<file path="src/rtl/keyboard_line_editor_top_macros.svh">
// Assertion macros used by the line editor datapath.
`ifndef KEYBOARD_LINE_EDITOR_TOP_MACROS_SVH
`define KEYBOARD_LINE_EDITOR_TOP_MACROS_SVH

// Same-cycle implication, checked outside reset.
`define KLE_ASSERT_NOW(label, clk, rst_n, ante, cons, msg) \
	label: assert property (@(posedge clk) disable iff (!rst_n) (ante) |-> (cons)) \
		else $error(msg);

// Next-cycle implication, checked outside reset.
`define KLE_ASSERT_NEXT(label, clk, rst_n, ante, cons, msg) \
	label: assert property (@(posedge clk) disable iff (!rst_n) (ante) |=> (cons)) \
		else $error(msg);

`endif

</file>
<file path="src/rtl/kle_pkg.sv">
package kle_pkg;

	localparam int LINE_CHARS  = 32;
	localparam int POS_W       = 5;
	localparam int CHAR_W      = 7;
	localparam int KEY_W       = 8;
	localparam int STORE_DEPTH = 1 << POS_W;
	localparam int CAP_INT     = (LINE_CHARS - 1 > STORE_DEPTH - 1) ?
		STORE_DEPTH - 1 : LINE_CHARS - 1;
	localparam logic [POS_W-1:0] CAPACITY = POS_W'(CAP_INT);

	// HID keycodes
	localparam logic [KEY_W-1:0] KEY_NONE     = 8'h00;
	localparam logic [KEY_W-1:0] KEY_A        = 8'h04;
	localparam logic [KEY_W-1:0] KEY_Z        = 8'h1D;
	localparam logic [KEY_W-1:0] KEY_1        = 8'h1E;
	localparam logic [KEY_W-1:0] KEY_0        = 8'h27;
	localparam logic [KEY_W-1:0] KEY_ENTER    = 8'h28;
	localparam logic [KEY_W-1:0] KEY_ESC      = 8'h29;
	localparam logic [KEY_W-1:0] KEY_BKSP     = 8'h2A;
	localparam logic [KEY_W-1:0] KEY_SPACE    = 8'h2C;
	localparam logic [KEY_W-1:0] KEY_MINUS    = 8'h2D;
	localparam logic [KEY_W-1:0] KEY_EQUAL    = 8'h2E;
	localparam logic [KEY_W-1:0] KEY_LBRACKET = 8'h2F;
	localparam logic [KEY_W-1:0] KEY_RBRACKET = 8'h30;
	localparam logic [KEY_W-1:0] KEY_BSLASH   = 8'h31;
	localparam logic [KEY_W-1:0] KEY_SEMI     = 8'h33;
	localparam logic [KEY_W-1:0] KEY_QUOTE    = 8'h34;
	localparam logic [KEY_W-1:0] KEY_GRAVE    = 8'h35;
	localparam logic [KEY_W-1:0] KEY_COMMA    = 8'h36;
	localparam logic [KEY_W-1:0] KEY_PERIOD   = 8'h37;
	localparam logic [KEY_W-1:0] KEY_SLASH    = 8'h38;
	localparam logic [KEY_W-1:0] KEY_RIGHT    = 8'h4F;
	localparam logic [KEY_W-1:0] KEY_LEFT     = 8'h50;

	// left or right shift
	localparam logic [KEY_W-1:0] SHIFT_MASK = 8'h22;

	localparam logic [CHAR_W-1:0] CHAR_NUL     = 7'h00;
	localparam logic [CHAR_W-1:0] CHAR_NEWLINE = 7'h0A;

	// event kinds
	localparam logic [1:0] EV_IGNORED = 2'd0;
	localparam logic [1:0] EV_EDIT    = 2'd1;
	localparam logic [1:0] EV_SEND    = 2'd2;
	localparam logic [1:0] EV_ESCAPE  = 2'd3;

	// shifted number row: ! @ # $ % ^ & * ( )
	localparam logic [CHAR_W-1:0] SHIFT_DIGITS [10] = '{
		7'h21, 7'h40, 7'h23, 7'h24, 7'h25, 7'h5E, 7'h26, 7'h2A, 7'h28, 7'h29
	};

	typedef struct packed {
		logic [KEY_W-1:0] key_code;
		logic [KEY_W-1:0] modifier_bits;
	} kle_in_t;

	typedef struct packed {
		logic [1:0]        event_kind;
		logic [CHAR_W-1:0] char_out;
		logic [POS_W-1:0]  cursor_out;
		logic [POS_W-1:0]  length_out;
		logic              last_out;
	} kle_out_t;

	typedef enum logic [3:0] {
		OP_ESC, OP_RELEASE, OP_REPEAT, OP_SKIP, OP_LEFT, OP_RIGHT,
		OP_BKSP, OP_ENTER, OP_INSERT
	} op_t;

	typedef enum logic [1:0] {
		RD_HERE, RD_PREV, RD_NEXT
	} rd_sel_t;

	typedef struct packed {
		logic    load_in;
		logic    decode;
		logic    rd_en;
		rd_sel_t rd_sel;
		logic    wr_shift;
		logic    idx_inc;
		logic    idx_dec;
		logic    fin_ins;
		logic    fin_del;
		logic    put_char;
		logic    put_res;
	} cmd_t;

	typedef struct packed {
		op_t  op;
		logic ins_more;
		logic del_more;
		logic send_more;
		logic out_free;
	} sts_t;

	function automatic logic [CHAR_W-1:0] key_to_char(input logic [KEY_W-1:0] k,
		input logic sh);
		logic [CHAR_W-1:0] c;
		logic [KEY_W-1:0]  off;
		c   = CHAR_NUL;
		off = k - KEY_A;
		if (k inside {[KEY_A:KEY_Z]}) begin
			c = (sh ? 7'h41 : 7'h61) + off[CHAR_W-1:0];
		end else if (k inside {[KEY_1:KEY_0]}) begin
			off = k - KEY_1;
			if (sh) begin
				c = SHIFT_DIGITS[off[3:0]];
			end else if (k == KEY_0) begin
				c = 7'h30;
			end else begin
				c = 7'h31 + off[CHAR_W-1:0];
			end
		end else begin
			case (k)
				KEY_SPACE:    c = 7'h20;
				KEY_MINUS:    c = sh ? 7'h5F : 7'h2D;
				KEY_EQUAL:    c = sh ? 7'h2B : 7'h3D;
				KEY_LBRACKET: c = sh ? 7'h7B : 7'h5B;
				KEY_RBRACKET: c = sh ? 7'h7D : 7'h5D;
				KEY_BSLASH:   c = sh ? 7'h7C : 7'h5C;
				KEY_SEMI:     c = sh ? 7'h3A : 7'h3B;
				KEY_QUOTE:    c = sh ? 7'h22 : 7'h27;
				KEY_GRAVE:    c = sh ? 7'h7E : 7'h60;
				KEY_COMMA:    c = sh ? 7'h3C : 7'h2C;
				KEY_PERIOD:   c = sh ? 7'h3E : 7'h2E;
				KEY_SLASH:    c = sh ? 7'h3F : 7'h2F;
				default:      c = CHAR_NUL;
			endcase
		end
		return c;
	endfunction

endpackage

</file>
<file path="src/rtl/kle_ram.sv">
module kle_ram #(
	parameter int WIDTH = 7,
	parameter int DEPTH = 32
) (
	input  logic                     clk,
	input  logic                     we,
	input  logic [$clog2(DEPTH)-1:0] waddr,
	input  logic [WIDTH-1:0]         wdata,
	input  logic                     re,
	input  logic [$clog2(DEPTH)-1:0] raddr,
	output logic [WIDTH-1:0]         rdata
);

	logic [WIDTH-1:0] mem_q [DEPTH];

	always_ff @(posedge clk) begin
		if (we) begin
			mem_q[waddr] <= wdata;
		end
		if (re) begin
			rdata <= mem_q[raddr];
		end
	end

endmodule

</file>
<file path="src/rtl/kle_ctrl.sv">
module kle_ctrl import kle_pkg::*; (
	input  logic clk,
	input  logic arst_n,
	input  logic key_valid,
	output logic key_stall,
	input  sts_t sts,
	output cmd_t cmd
);

	typedef enum logic [8:0] {
		ST_IDLE     = 9'b000000001,
		ST_DECODE   = 9'b000000010,
		ST_INS_CHK  = 9'b000000100,
		ST_INS_WR   = 9'b000001000,
		ST_DEL_CHK  = 9'b000010000,
		ST_DEL_WR   = 9'b000100000,
		ST_SEND_CHK = 9'b001000000,
		ST_SEND_PUT = 9'b010000000,
		ST_RESULT   = 9'b100000000
	} state_t;

	state_t state_q, state_d;

	assign key_stall = (state_q != ST_IDLE);

	always_comb begin
		state_d = state_q;
		cmd     = '0;
		case (state_q)
			ST_IDLE: begin
				if (key_valid) begin
					cmd.load_in = 1'b1;
					state_d     = ST_DECODE;
				end
			end
			ST_DECODE: begin
				cmd.decode = 1'b1;
				case (sts.op)
					OP_BKSP:  state_d = ST_DEL_CHK;
					OP_INSERT: state_d = ST_INS_CHK;
					OP_ENTER: state_d = ST_SEND_CHK;
					default:  state_d = ST_RESULT;
				endcase
			end
			ST_INS_CHK: begin
				// shift tail up one slot, top entry first
				if (sts.ins_more) begin
					cmd.rd_en  = 1'b1;
					cmd.rd_sel = RD_PREV;
					state_d    = ST_INS_WR;
				end else begin
					cmd.fin_ins = 1'b1;
					state_d     = ST_RESULT;
				end
			end
			ST_INS_WR: begin
				cmd.wr_shift = 1'b1;
				cmd.idx_dec  = 1'b1;
				state_d      = ST_INS_CHK;
			end
			ST_DEL_CHK: begin
				if (sts.del_more) begin
					cmd.rd_en  = 1'b1;
					cmd.rd_sel = RD_NEXT;
					state_d    = ST_DEL_WR;
				end else begin
					cmd.fin_del = 1'b1;
					state_d     = ST_RESULT;
				end
			end
			ST_DEL_WR: begin
				cmd.wr_shift = 1'b1;
				cmd.idx_inc  = 1'b1;
				state_d      = ST_DEL_CHK;
			end
			ST_SEND_CHK: begin
				if (sts.send_more) begin
					cmd.rd_en  = 1'b1;
					cmd.rd_sel = RD_HERE;
					state_d    = ST_SEND_PUT;
				end else begin
					state_d = ST_RESULT;
				end
			end
			ST_SEND_PUT: begin
				if (sts.out_free) begin
					cmd.put_char = 1'b1;
					cmd.idx_inc  = 1'b1;
					state_d      = ST_SEND_CHK;
				end
			end
			ST_RESULT: begin
				if (sts.out_free) begin
					cmd.put_res = 1'b1;
					state_d     = ST_IDLE;
				end
			end
			default: begin
				state_d = ST_IDLE;
			end
		endcase
	end

	always_ff @(posedge clk or negedge arst_n) begin
		if (!arst_n) begin
			state_q <= ST_IDLE;
		end else begin
			state_q <= state_d;
		end
	end

endmodule

</file>
<file path="src/rtl/kle_dpath.sv">
`include "keyboard_line_editor_top_macros.svh"

module kle_dpath import kle_pkg::*; (
	input  logic     clk,
	input  logic     arst_n,
	input  kle_in_t  key_data,
	input  cmd_t     cmd,
	output sts_t     sts,
	output logic     ev_valid,
	input  logic     ev_stall,
	output kle_out_t ev_data
);

	kle_in_t           in_q;
	logic [KEY_W-1:0]  prev_key_q;
	logic [POS_W-1:0]  len_q, cur_q, idx_q, cnt_q;
	logic [CHAR_W-1:0] ch_q, res_char_q;
	logic [1:0]        res_kind_q;
	logic              ev_valid_q;
	kle_out_t          ev_q;

	logic              shift;
	logic [CHAR_W-1:0] map_ch;
	op_t               op;
	logic [POS_W-1:0]  rd_addr, wr_addr;
	logic [CHAR_W-1:0] wr_data, rd_data;
	logic              wr_en;

	assign shift  = |(in_q.modifier_bits & SHIFT_MASK);
	assign map_ch = key_to_char(in_q.key_code, shift);

	always_comb begin
		if (in_q.key_code == KEY_ESC) begin
			op = OP_ESC;
		end else if (in_q.key_code == KEY_NONE) begin
			op = OP_RELEASE;
		end else if (in_q.key_code == prev_key_q) begin
			op = OP_REPEAT;
		end else if (in_q.key_code == KEY_LEFT) begin
			op = OP_LEFT;
		end else if (in_q.key_code == KEY_RIGHT) begin
			op = OP_RIGHT;
		end else if (in_q.key_code == KEY_BKSP) begin
			op = (cur_q == '0) ? OP_SKIP : OP_BKSP;
		end else if (in_q.key_code == KEY_ENTER) begin
			op = OP_ENTER;
		end else if (map_ch == CHAR_NUL || len_q >= CAPACITY) begin
			op = OP_SKIP;
		end else begin
			op = OP_INSERT;
		end
	end

	always_comb begin
		case (cmd.rd_sel)
			RD_PREV: rd_addr = idx_q - POS_W'(1);
			RD_NEXT: rd_addr = idx_q + POS_W'(1);
			default: rd_addr = idx_q;
		endcase
	end

	assign wr_en   = cmd.wr_shift | cmd.fin_ins;
	assign wr_addr = cmd.fin_ins ? cur_q : idx_q;
	assign wr_data = cmd.fin_ins ? ch_q : rd_data;

	kle_ram #(
		.WIDTH (CHAR_W),
		.DEPTH (STORE_DEPTH)
	) u_line_ram (
		.clk   (clk),
		.we    (wr_en),
		.waddr (wr_addr),
		.wdata (wr_data),
		.re    (cmd.rd_en),
		.raddr (rd_addr),
		.rdata (rd_data)
	);

	assign sts.op        = op;
	assign sts.ins_more  = (idx_q > cur_q);
	assign sts.del_more  = (({1'b0, idx_q} + (POS_W+1)'(1)) < {1'b0, len_q});
	assign sts.send_more = (idx_q < cnt_q);
	assign sts.out_free  = !ev_valid_q || !ev_stall;

	always_ff @(posedge clk or negedge arst_n) begin
		if (!arst_n) begin
			prev_key_q <= KEY_NONE;
			len_q      <= '0;
			cur_q      <= '0;
			ev_valid_q <= 1'b0;
		end else begin
			if (cmd.decode) begin
				case (op)
					OP_RELEASE: prev_key_q <= KEY_NONE;
					OP_ESC, OP_REPEAT: prev_key_q <= prev_key_q;
					default: prev_key_q <= in_q.key_code;
				endcase
				case (op)
					OP_LEFT: begin
						if (cur_q != '0) begin
							cur_q <= cur_q - POS_W'(1);
						end
					end
					OP_RIGHT: begin
						if (cur_q < len_q) begin
							cur_q <= cur_q + POS_W'(1);
						end
					end
					OP_ENTER: begin
						len_q <= '0;
						cur_q <= '0;
					end
					default: begin
						cur_q <= cur_q;
					end
				endcase
			end
			if (cmd.fin_ins) begin
				len_q <= len_q + POS_W'(1);
				cur_q <= cur_q + POS_W'(1);
			end
			if (cmd.fin_del) begin
				len_q <= len_q - POS_W'(1);
				cur_q <= cur_q - POS_W'(1);
			end
			if (cmd.put_char || cmd.put_res) begin
				ev_valid_q <= 1'b1;
			end else if (!ev_stall) begin
				ev_valid_q <= 1'b0;
			end
		end
	end

	always_ff @(posedge clk) begin
		if (cmd.load_in) begin
			in_q <= key_data;
		end
		if (cmd.decode) begin
			ch_q <= map_ch;
			case (op)
				OP_BKSP: begin
					idx_q      <= cur_q - POS_W'(1);
					res_kind_q <= EV_EDIT;
					res_char_q <= CHAR_NUL;
				end
				OP_INSERT: begin
					idx_q      <= len_q;
					res_kind_q <= EV_EDIT;
					res_char_q <= map_ch;
				end
				OP_ENTER: begin
					idx_q      <= '0;
					cnt_q      <= len_q;
					res_kind_q <= EV_SEND;
					res_char_q <= CHAR_NEWLINE;
				end
				OP_LEFT, OP_RIGHT: begin
					res_kind_q <= EV_EDIT;
					res_char_q <= CHAR_NUL;
				end
				OP_ESC: begin
					res_kind_q <= EV_ESCAPE;
					res_char_q <= CHAR_NUL;
				end
				default: begin
					res_kind_q <= EV_IGNORED;
					res_char_q <= CHAR_NUL;
				end
			endcase
		end else if (cmd.idx_inc) begin
			idx_q <= idx_q + POS_W'(1);
		end else if (cmd.idx_dec) begin
			idx_q <= idx_q - POS_W'(1);
		end
		if (cmd.put_char) begin
			ev_q <= '{event_kind: EV_SEND, char_out: rd_data, cursor_out: cur_q,
				length_out: len_q, last_out: 1'b0};
		end else if (cmd.put_res) begin
			ev_q <= '{event_kind: res_kind_q, char_out: res_char_q, cursor_out: cur_q,
				length_out: len_q, last_out: 1'b1};
		end
	end

	assign ev_valid = ev_valid_q;
	assign ev_data  = ev_q;

	`KLE_ASSERT_NOW(a_cur_in_line, clk, arst_n, 1'b1, cur_q <= len_q, "cursor past line end")
	`KLE_ASSERT_NOW(a_len_cap, clk, arst_n, 1'b1, len_q <= CAPACITY, "line over capacity")
	`KLE_ASSERT_NOW(a_ins_end, clk, arst_n, cmd.fin_ins, idx_q == cur_q, "insert walk overran cursor")
	`KLE_ASSERT_NOW(a_del_end, clk, arst_n, cmd.fin_del, ({1'b0, idx_q} + (POS_W+1)'(1)) == {1'b0, len_q}, "delete walk end mismatch")
	`KLE_ASSERT_NEXT(a_enter_clr, clk, arst_n, cmd.decode && op == OP_ENTER, len_q == '0 && cur_q == '0, "enter left line")

endmodule

</file>
<file path="src/rtl/keyboard_line_editor_top.sv">
// Channel  Dir  Handshake            Beat fields
// key      in   key_valid/key_stall  key_code, modifier_bits
// ev       out  ev_valid/ev_stall    event_kind, char_out, cursor_out, length_out, last_out
//
// One report at a time: key_stall is high from the accepting edge until the final result
// beat is loaded; arrows, escape and ignored keys go through decode and result only.
// Insert and backspace move the tail one char at a time, a read then a write state each.
// Enter reads and sends each stored char in turn; a held ev_stall stalls each put.
// arst_n clears cursor, length, last key and handshake state; the line RAM is not
// cleared, only entries below the length are read. The next report is taken while
// the final result still waits in the output register.

module keyboard_line_editor_top import kle_pkg::*; (
	input  logic     clk,
	input  logic     arst_n,
	// key report channel
	input  logic     key_valid,
	output logic     key_stall,
	input  kle_in_t  key_data,
	// result channel
	output logic     ev_valid,
	input  logic     ev_stall,
	output kle_out_t ev_data
);

	cmd_t cmd;
	sts_t sts;

	// sequencer: walks insert, delete and send loops
	kle_ctrl u_ctrl (
		.clk       (clk),
		.arst_n    (arst_n),
		.key_valid (key_valid),
		.key_stall (key_stall),
		.sts       (sts),
		.cmd       (cmd)
	);

	// line RAM, cursor/length, key decode and output register
	kle_dpath u_dpath (
		.clk      (clk),
		.arst_n   (arst_n),
		.key_data (key_data),
		.cmd      (cmd),
		.sts      (sts),
		.ev_valid (ev_valid),
		.ev_stall (ev_stall),
		.ev_data  (ev_data)
	);

endmodule
</file>
<file path="config.mk">
export PLATFORM = sky130hd
export DESIGN_NAME = keyboard_line_editor_top
export DESIGN_NICKNAME = d
export VERILOG_FILES = /design/src/rtl/kle_pkg.sv /design/src/rtl/kle_ram.sv /design/src/rtl/kle_ctrl.sv /design/src/rtl/kle_dpath.sv /design/src/rtl/keyboard_line_editor_top.sv
export VERILOG_INCLUDE_DIRS = /design/src /design/src/rtl
export SDC_FILE = /design/constraint.sdc
export NUM_CORES = 1
export LEC_CHECK = 0
export ABC_AREA = 0
export BUFFER_PORTS_ARGS = -buffer_cell sky130_fd_sc_hd__buf_4
export CAP_MARGIN = 20
export CORE_MARGIN = 4
export CORE_UTILIZATION = 60
export DETAILED_ROUTE_END_ITERATION = 10
export HOLD_SLACK_MARGIN = 0.06
export PLACE_DENSITY = 0.77
export SYNTH_ARGS = -nofsm -noshare
export SYNTH_HDL_FRONTEND = slang
export SYNTH_SLANG_ARGS = --single-unit
</file>
<file path="constraint.sdc">
create_clock -name clk -period 7.42 [get_ports clk]
set_clock_uncertainty 0.05 [all_clocks]
set_input_delay 0.371 -clock clk [delete_from_list [all_inputs] [get_ports clk]]
set_output_delay 0.371 -clock clk [all_outputs]
set_load 0.02 [all_outputs]
</file>
### Yosys cells after proc, flatten, opt, wreduce, memory -nomap -nowiden

Memory sizes are Yosys's and may differ from the RTL's. A register that Yosys moved wholly into a read port is not among the register bits.
Cells that the tools add are included.

| cells by class | value |
|---|---|
| equal/unequal tests | 45 |
| reduce and logical (&&, ||, !) cells | 27 |
| $add $sub $neg | 11 |
| multiplexer cells | 79 |
| bitwise operators | 3 |
| $lt $le $gt $ge | 10 |

Operators with widths:

| cell | count |
|---|---|
| == test 8 x 6 -> 1 bit, second input constant | 16 |
| 2-to-1 mux 5 bit | 18 |
| one-hot mux 7 bit (12 select lines) | 1 |
| one-hot mux 9 bit (9 select lines) | 1 |
| 2-to-1 mux 7 bit | 8 |
| 2-to-1 mux 9 bit | 6 |
| 2-to-1 mux 18 bit | 2 |
| 2-to-1 mux 4 bit | 8 |
| one-hot mux 5 bit (3 select lines) | 2 |
| one-hot mux 9 bit (3 select lines) | 1 |
| 2-to-1 mux 6 bit | 4 |
| 2-to-1 mux 1 bit | 17 |
| == test 4 x 3 -> 1 bit, second input constant | 4 |
| == test 8 x 7 -> 1 bit, second input constant | 2 |
| one-hot mux 8 bit (2 select lines) | 1 |
| adder 5 x 1 -> 5 bit, second input constant | 3 |
| 2-to-1 mux 3 bit | 5 |
| subtractor 5 x 1 -> 5 bit, second input constant | 3 |
| one-hot mux 7 bit (2 select lines) | 1 |
| greater-or-equal comparator 5 bit, second input constant | 2 |
| less-than comparator 5 bit | 2 |
| one-hot mux 5 bit (2 select lines) | 1 |
| nonzero test 5 bit | 2 |
| == test 9 x 1 -> 1 bit, second input constant | 1 |
| 50 further kinds | 64 |

| word-level totals | value |
|---|---|
| register bits | 88 |
| word-level logic and storage cells | 194 |
| memories | 2 |
| RAM bits | 224 |
| bits of input ports | 20 |
| output and inout port bits | 22 |
| bits in read-only memories | 112 |

Memories:

| memory | words | width | rd ports | clocked after memory_dff | wr ports | line | text |
|---|---|---|---|---|---|---|---|
| u_dpath.u_line_ram.mem_q | 32 | 7 | 1 | 1 | 1 | kle_ram.sv:14 | `logic [WIDTH-1:0] mem_q [DEPTH];` |
| (name not given) | 16 | 7 | 1 | 0 | 0 | kle_pkg.sv:108 | `c = SHIFT_DIGITS[off[3:0]];` |

### Depth between registers and ports, before layout

| logic depth | value |
|---|---|
| depth after elaboration | 23 |
| depth in mapped cells | 20 |
| gate-level depth less buffers | 18 |

### Hierarchy

Synthesis repeated with hierarchy kept, for this count alone.

| unflattened totals | value |
|---|---|
| cell total of the unflattened synthesis | 1053 |
| area total of the unflattened synthesis | 15214.6 sq um |

Modules (own cells, without submodules):

| module | instances | cells an instance | area each (sq um) |
|---|---|---|---|
| kle_ram | 1 | 370 | 8903.5 |
| kle_dpath | 1 | 606 | 5629.1 |
| kle_ctrl | 1 | 77 | 681.9 |

### Worst setup path after synthesis

Ideal clock, no wire load.

| timing path | value |
|---|---|
| path kind | reg2reg |
| start | reg u_dpath.idx_q[0] |
| end | reg u_dpath.u_line_ram.rdata[6], read port of u_dpath.u_line_ram.mem_q, data pin |
| stages on the path, launching flop included | 20 |
| slack | 2.649 ns |
| library setup time | 0.254 ns |
| required time | 7.116 ns |
| clock period less this slack | 4.771 ns |
| arrival time | 4.467 ns |
| buffers on the path | 3 |
| cells stage by stage | edfxtp_1 > inv_1 > ha_1 > ha_1 > a21boi_0 > o21a_1 > o21a_1 > o21ai_0 > nand3_1 > ha_1 > clkbuf_1 > nor2_1 > nor3_1 > a21oi_1 > buf_2 > buf_1 > mux4_2 > a211oi_1 > a21oi_1 > a21o_1 |

| on the way | value |
|---|---|
| longest elaborated chain between the ends | 6 |
| elaborated cells on any way between the ends | 13 |

RTL lines:

| what | line | text |
|---|---|---|
| from (decl) | kle_dpath.sv:16 | `logic [POS_W-1:0] len_q, cur_q, idx_q, cnt_q;` |
| from (signal assigned) | kle_dpath.sv:142 | `idx_q <= cur_q - POS_W'(1);` |
| from (signal assigned) | kle_dpath.sv:147 | `idx_q <= len_q;` |
| from (signal assigned) | kle_dpath.sv:171 | `idx_q <= idx_q + POS_W'(1);` |
| adder 5 x 1 -> 6 bit | kle_dpath.sv:81 | `assign sts.del_more = (({1'b0, idx_q} + (POS_W+1)'(1)) < {1'b0, len_q});` |
| less-than comparator 6 x 5 -> 1 bit | kle_dpath.sv:81 |  |
| 2-to-1 mux 3 bit | kle_ctrl.sv:62 | `if (sts.del_more) begin` |
| one-hot mux 3 bit (3 select lines) | kle_ctrl.sv:29 | `case (state_q)` |
| == test 2 bit or == test 2 x 1 -> 1 bit (tied branches) | kle_dpath.sv:55 | `case (cmd.rd_sel)` |
| one-hot mux 5 bit (2 select lines) | kle_dpath.sv:55 |  |
| to (decl) | kle_ram.sv:11 | `output logic [WIDTH-1:0] rdata` |

Parallel ways exist; a longest one is shown, timed or not.
A chain may end at the register's enable or synchronous reset.

### Worst setup path in the final report

| timing path | value |
|---|---|
| start | reg u_dpath.idx_q[0] |
| end | reg u_dpath.u_line_ram.rdata[0], read port of u_dpath.u_line_ram.mem_q, data pin |

Same word-level chain as after synthesis.

==> reports/results.tsv <==
metric	value	unit
status	complete, no violations	
start_util	0.6085	
relSlewSlack	0.2575	
hold_class	primary input to register	
wire_per_inst	23.80	µm
gp_congestion	0.9056	
cts_max_path_buffers	3	
dieWidth	167.6	µm
htree_levels	2	
postPlaceCellArea	0.01590	mm²
finalPower	5.142	mW
crit_required	7.63	ns
fmax	182.3	MHz
critPathLaunchType	register	
antenna_cells	0	
numCtsBuffers	34	
synth_cell_types	87	
reg2reg_depth	18	
cap_violations	0	
intPower	3.566	mW
cp.arrival	5.70	ns
placement.io_buffers	35	
path_clk_slew	0.06	ns
grt.total_usage	0.2537	
power_density	300.4	mW/mm²
period_minus_slack	5.486	ns
netlist_instances	1090	
critPathMaxFanout	41	
grt_pass1_vias	9627	
swShare	0.3065	
firstDrtPassIters	5	
synth-edff-count	284	
finalWirelength	35410	µm
synth_seq_cells	315	
fin_nets	1202	
synthFlopType	edfxtp_1	
clkPwrFrac	0.318	
rsz0062_at_grt	no	
grt_overflow	0	
drive_gt1_frac	0.1770	
grt_max_degree	42	
finalMaxSlewViolations	0	
switchingPower	1.576	mW
finalSetupViolations	0	
fin_crit_sh	0.7394	
power_frac_comb	0.257	
dieHeight	167.6	µm
grt_pass1_wl	55730	µm
ant_nets	0	
ys_top_cells_by_area	edfxtp_1 (56%), mux4_2 (8.4%), dfrtp_1 (4.4%), ha_1 (3.8%), nor2_1 (1.9%)	
vias	9633	
core_area	0.02511	mm²
cts.sinks	315	
cts_root_buffer	clkbuf_16	
ys_seq_area_frac	0.6080	
hold_depth	3	
worst_skew_pair.late_latency	0.52	ns
rows	58	
synth.net_count	1156	
end_kind	register	
reg2reg_from	u_dpath.idx_q[0]$_DFFE_PP_	
final_design_area_no_fill	0.01712	mm²
netlist_area	0.01528	mm²
die-area	0.02808	mm²
syn_to_final_growth	12.02	%
antenna_found_initial	0	
p_leak	6.014	nW
tightest_slew	1.114	ns
synth_top_cell_area_share	0.5581	
startpoint	u_dpath.idx_q[0]$_DFFE_PP_	
synth_area_leader_cell	edfxtp_1	
avgSynthCellArea	14.02	µm²
hpwlAfterDp	22390	µm
initialDrtViolationCount	1162	
min_from	ev_stall	
synthArstFlopShare	0.08889	
avgViaCountPerCell	6.474	
hold_viol	0	
ir_drop	0.1826	mV
fin_setup_tns	0	ns
synth_warnings	0	
cts_tree	built	
cts_resized	0	
ios	42	
p_seq_frac	0.424	
drc	0	
crit_type	register to register	
critical path, cell delays in order, from the launching register on:
cell	delay (ns)
edfxtp_1	0.57
inv_1	0.23
ha_1	0.40
ha_1	0.28
a21boi_0	0.13
o21a_1	0.20
o21a_1	0.16
o21ai_0	0.23
nand3_1	0.22
inv_1	0.11
ha_1	0.38
nor2_1	0.14
a21oi_4	0.50
buf_12	0.33
mux4_2	0.37
nor2b_1	0.15
a211oi_1	0.40
a211oi_1	0.15
a21o_1	0.20
cell usage after synthesis, drive strengths merged, types with 24 or more instances:
cell / n
edfxtp: 284
nor2: 80
mux4: 57
nand2: 52
ha: 46
a21oi: 44
inv: 42
o21ai: 41
clkbuf: 33
dfrtp: 27
a211oi: 25
mux2i: 24
worst paths after layout:
kind,to,slack (ns)
setup / recovery,u_dpath.u_line_ram.rdata[0]$_DFFE_PP_,1.93
hold / removal,u_dpath.ev_valid$_DFFE_PN0P_,0.1
setup reg to reg,u_dpath.u_line_ram.rdata[0]$_DFFE_PP_,1.93
hold reg to reg,u_dpath.ev_data[19]$_SDFFE_PP1P_,0.41
max in group asynchronous,u_ctrl.state_q[0]$_DFFE_PN1P_,6.71
min in group asynchronous,u_dpath.cur_q[4]$_DFFE_PN0P_,0.28
sequential cells by signal, summed over array words and instances, names as in the netlist:
register	count
u_dpath.u_line_ram.mem_q	224
u_dpath.ev_data	20
u_dpath.in_q	10
u_ctrl.state_q	9
u_dpath.prev_key_q	8
u_dpath.ch_q	7
u_dpath.res_char_q	7
u_dpath.u_line_ram.rdata	7
u_dpath.cnt_q	5
u_dpath.cur_q	5
u_dpath.idx_q	5
u_dpath.len_q	5
u_dpath.res_kind_q	2
u_dpath.ev_valid	1
power groups by stage:
| stage | registers (mW) | logic, mW | clock network [mW] |
|---|---|---|---|
| 5_1_grt | 2.20 | 1.45 | 1.73 |
| 2_1_floorplan | 2.16 | 0.997 | 0 |
| 3_5_place_dp | 2.22 | 1.29 | 0 |
| 4_1_cts | 2.18 | 1.31 | 1.65 |
| 3_3_place_gp | 2.21 | 1.26 | 0 |
| 6_report | 2.18 | 1.32 | 1.64 |
cell type report:
| cell class | count | area [µm²] |
|---|---|---|
| sequential | 315 | 9290 |
| fill | 1720 | 7993 |
| multi-input combinational | 678 | 5644 |
| clock buffer | 45 | 933.4 |
| timing repair buffer | 63 | 533.0 |
| tap | 330 | 412.9 |
| inverter | 44 | 165.2 |
| clock inverter | 13 | 137.6 |
cells in the final DEF (no fill, tap or decap), drive strengths merged, types with 9 or more instances in the layout:
| cell type | synthesis | routed |
|---|---|---|
| mux4 | 57 | 57 |
| edfxtp | 284 | 284 |
| a21oi | 44 | 44 |
| mux2 | 17 | 17 |
| o21a | 9 | 9 |
| o21ai | 41 | 41 |
| nor3 | 22 | 22 |
| nor2b | 21 | 21 |
| nand2 | 52 | 52 |
| nand2b | 12 | 12 |
| or3 | 10 | 10 |
| o211ai | 11 | 11 |
| and2 | 16 | 16 |
| buf | 20 | 49 |
| nor2 | 80 | 80 |
| a211oi | 25 | 25 |
| dfrtp | 27 | 27 |
| a21o | 12 | 12 |
| xnor2 | 17 | 17 |
| or2 | 9 | 9 |
| ha | 46 | 46 |
| inv | 42 | 43 |
| clkbuf | 33 | 47 |
| clkinv | 2 | 12 |
| a31oi | 20 | 20 |
| dlygate4sd3 | 0 | 12 |
| nand3 | 22 | 22 |
| mux2i | 24 | 24 |
what timing repair did:
| item | CTS | global route |
|---|---|---|
| endpoints found under the hold margin | 39 | 0 |
| buffers inserted | 0 | 0 |
| hold buffers | 12 | 0 |
through the flow:
| stage | setup WS (ns) | hold slack [ns] | utilization | std cells |
|---|---|---|---|---|
| after floorplan | 2.649 | 0.02541 | - | 1090 |
| after global placement | 2.113 | 0.2721 | 0.6331 | 1415 |
| after detailed placement | 2.037 | 0.2761 | 0.6331 | 1415 |
| after CTS | 1.926 | 0.08800 | 0.6806 | 1485 |
| after global routing | 1.643 | 0.1105 | 0.6817 | 1488 |
| final | 1.934 | 0.09934 | 0.6817 | 1488 |
cell families (layout without fill, tap and decap cells):
kind of cell | count (synthesis) | in the layout | synth area share
DFF | 315 | 315 | 0.6080
adders and majority gates | 46 | 46 | 0.03767
buffers and inverters | 97 | 165 | 0.02547
xor gates and xnor gates | 25 | 25 | 0.01482
AOI/OAI and AO/OA | 222 | 222 | 0.1005
and+or+nand+nor | 287 | 287 | 0.09933
muxes | 98 | 98 | 0.1142
routing by layer:
layer | vias up | global-route usage | share of wire
met4 | 0 | 0.06140 | 0.022
met5 | - | 0 | 0
met1 | 4813 | 0.3642 | 0.41
li1 | 4327 | - | -
met2 | 432 | 0.4120 | 0.49
met3 | 61 | 0.04415 | 0.078
(Power assumes the default switching activity.)
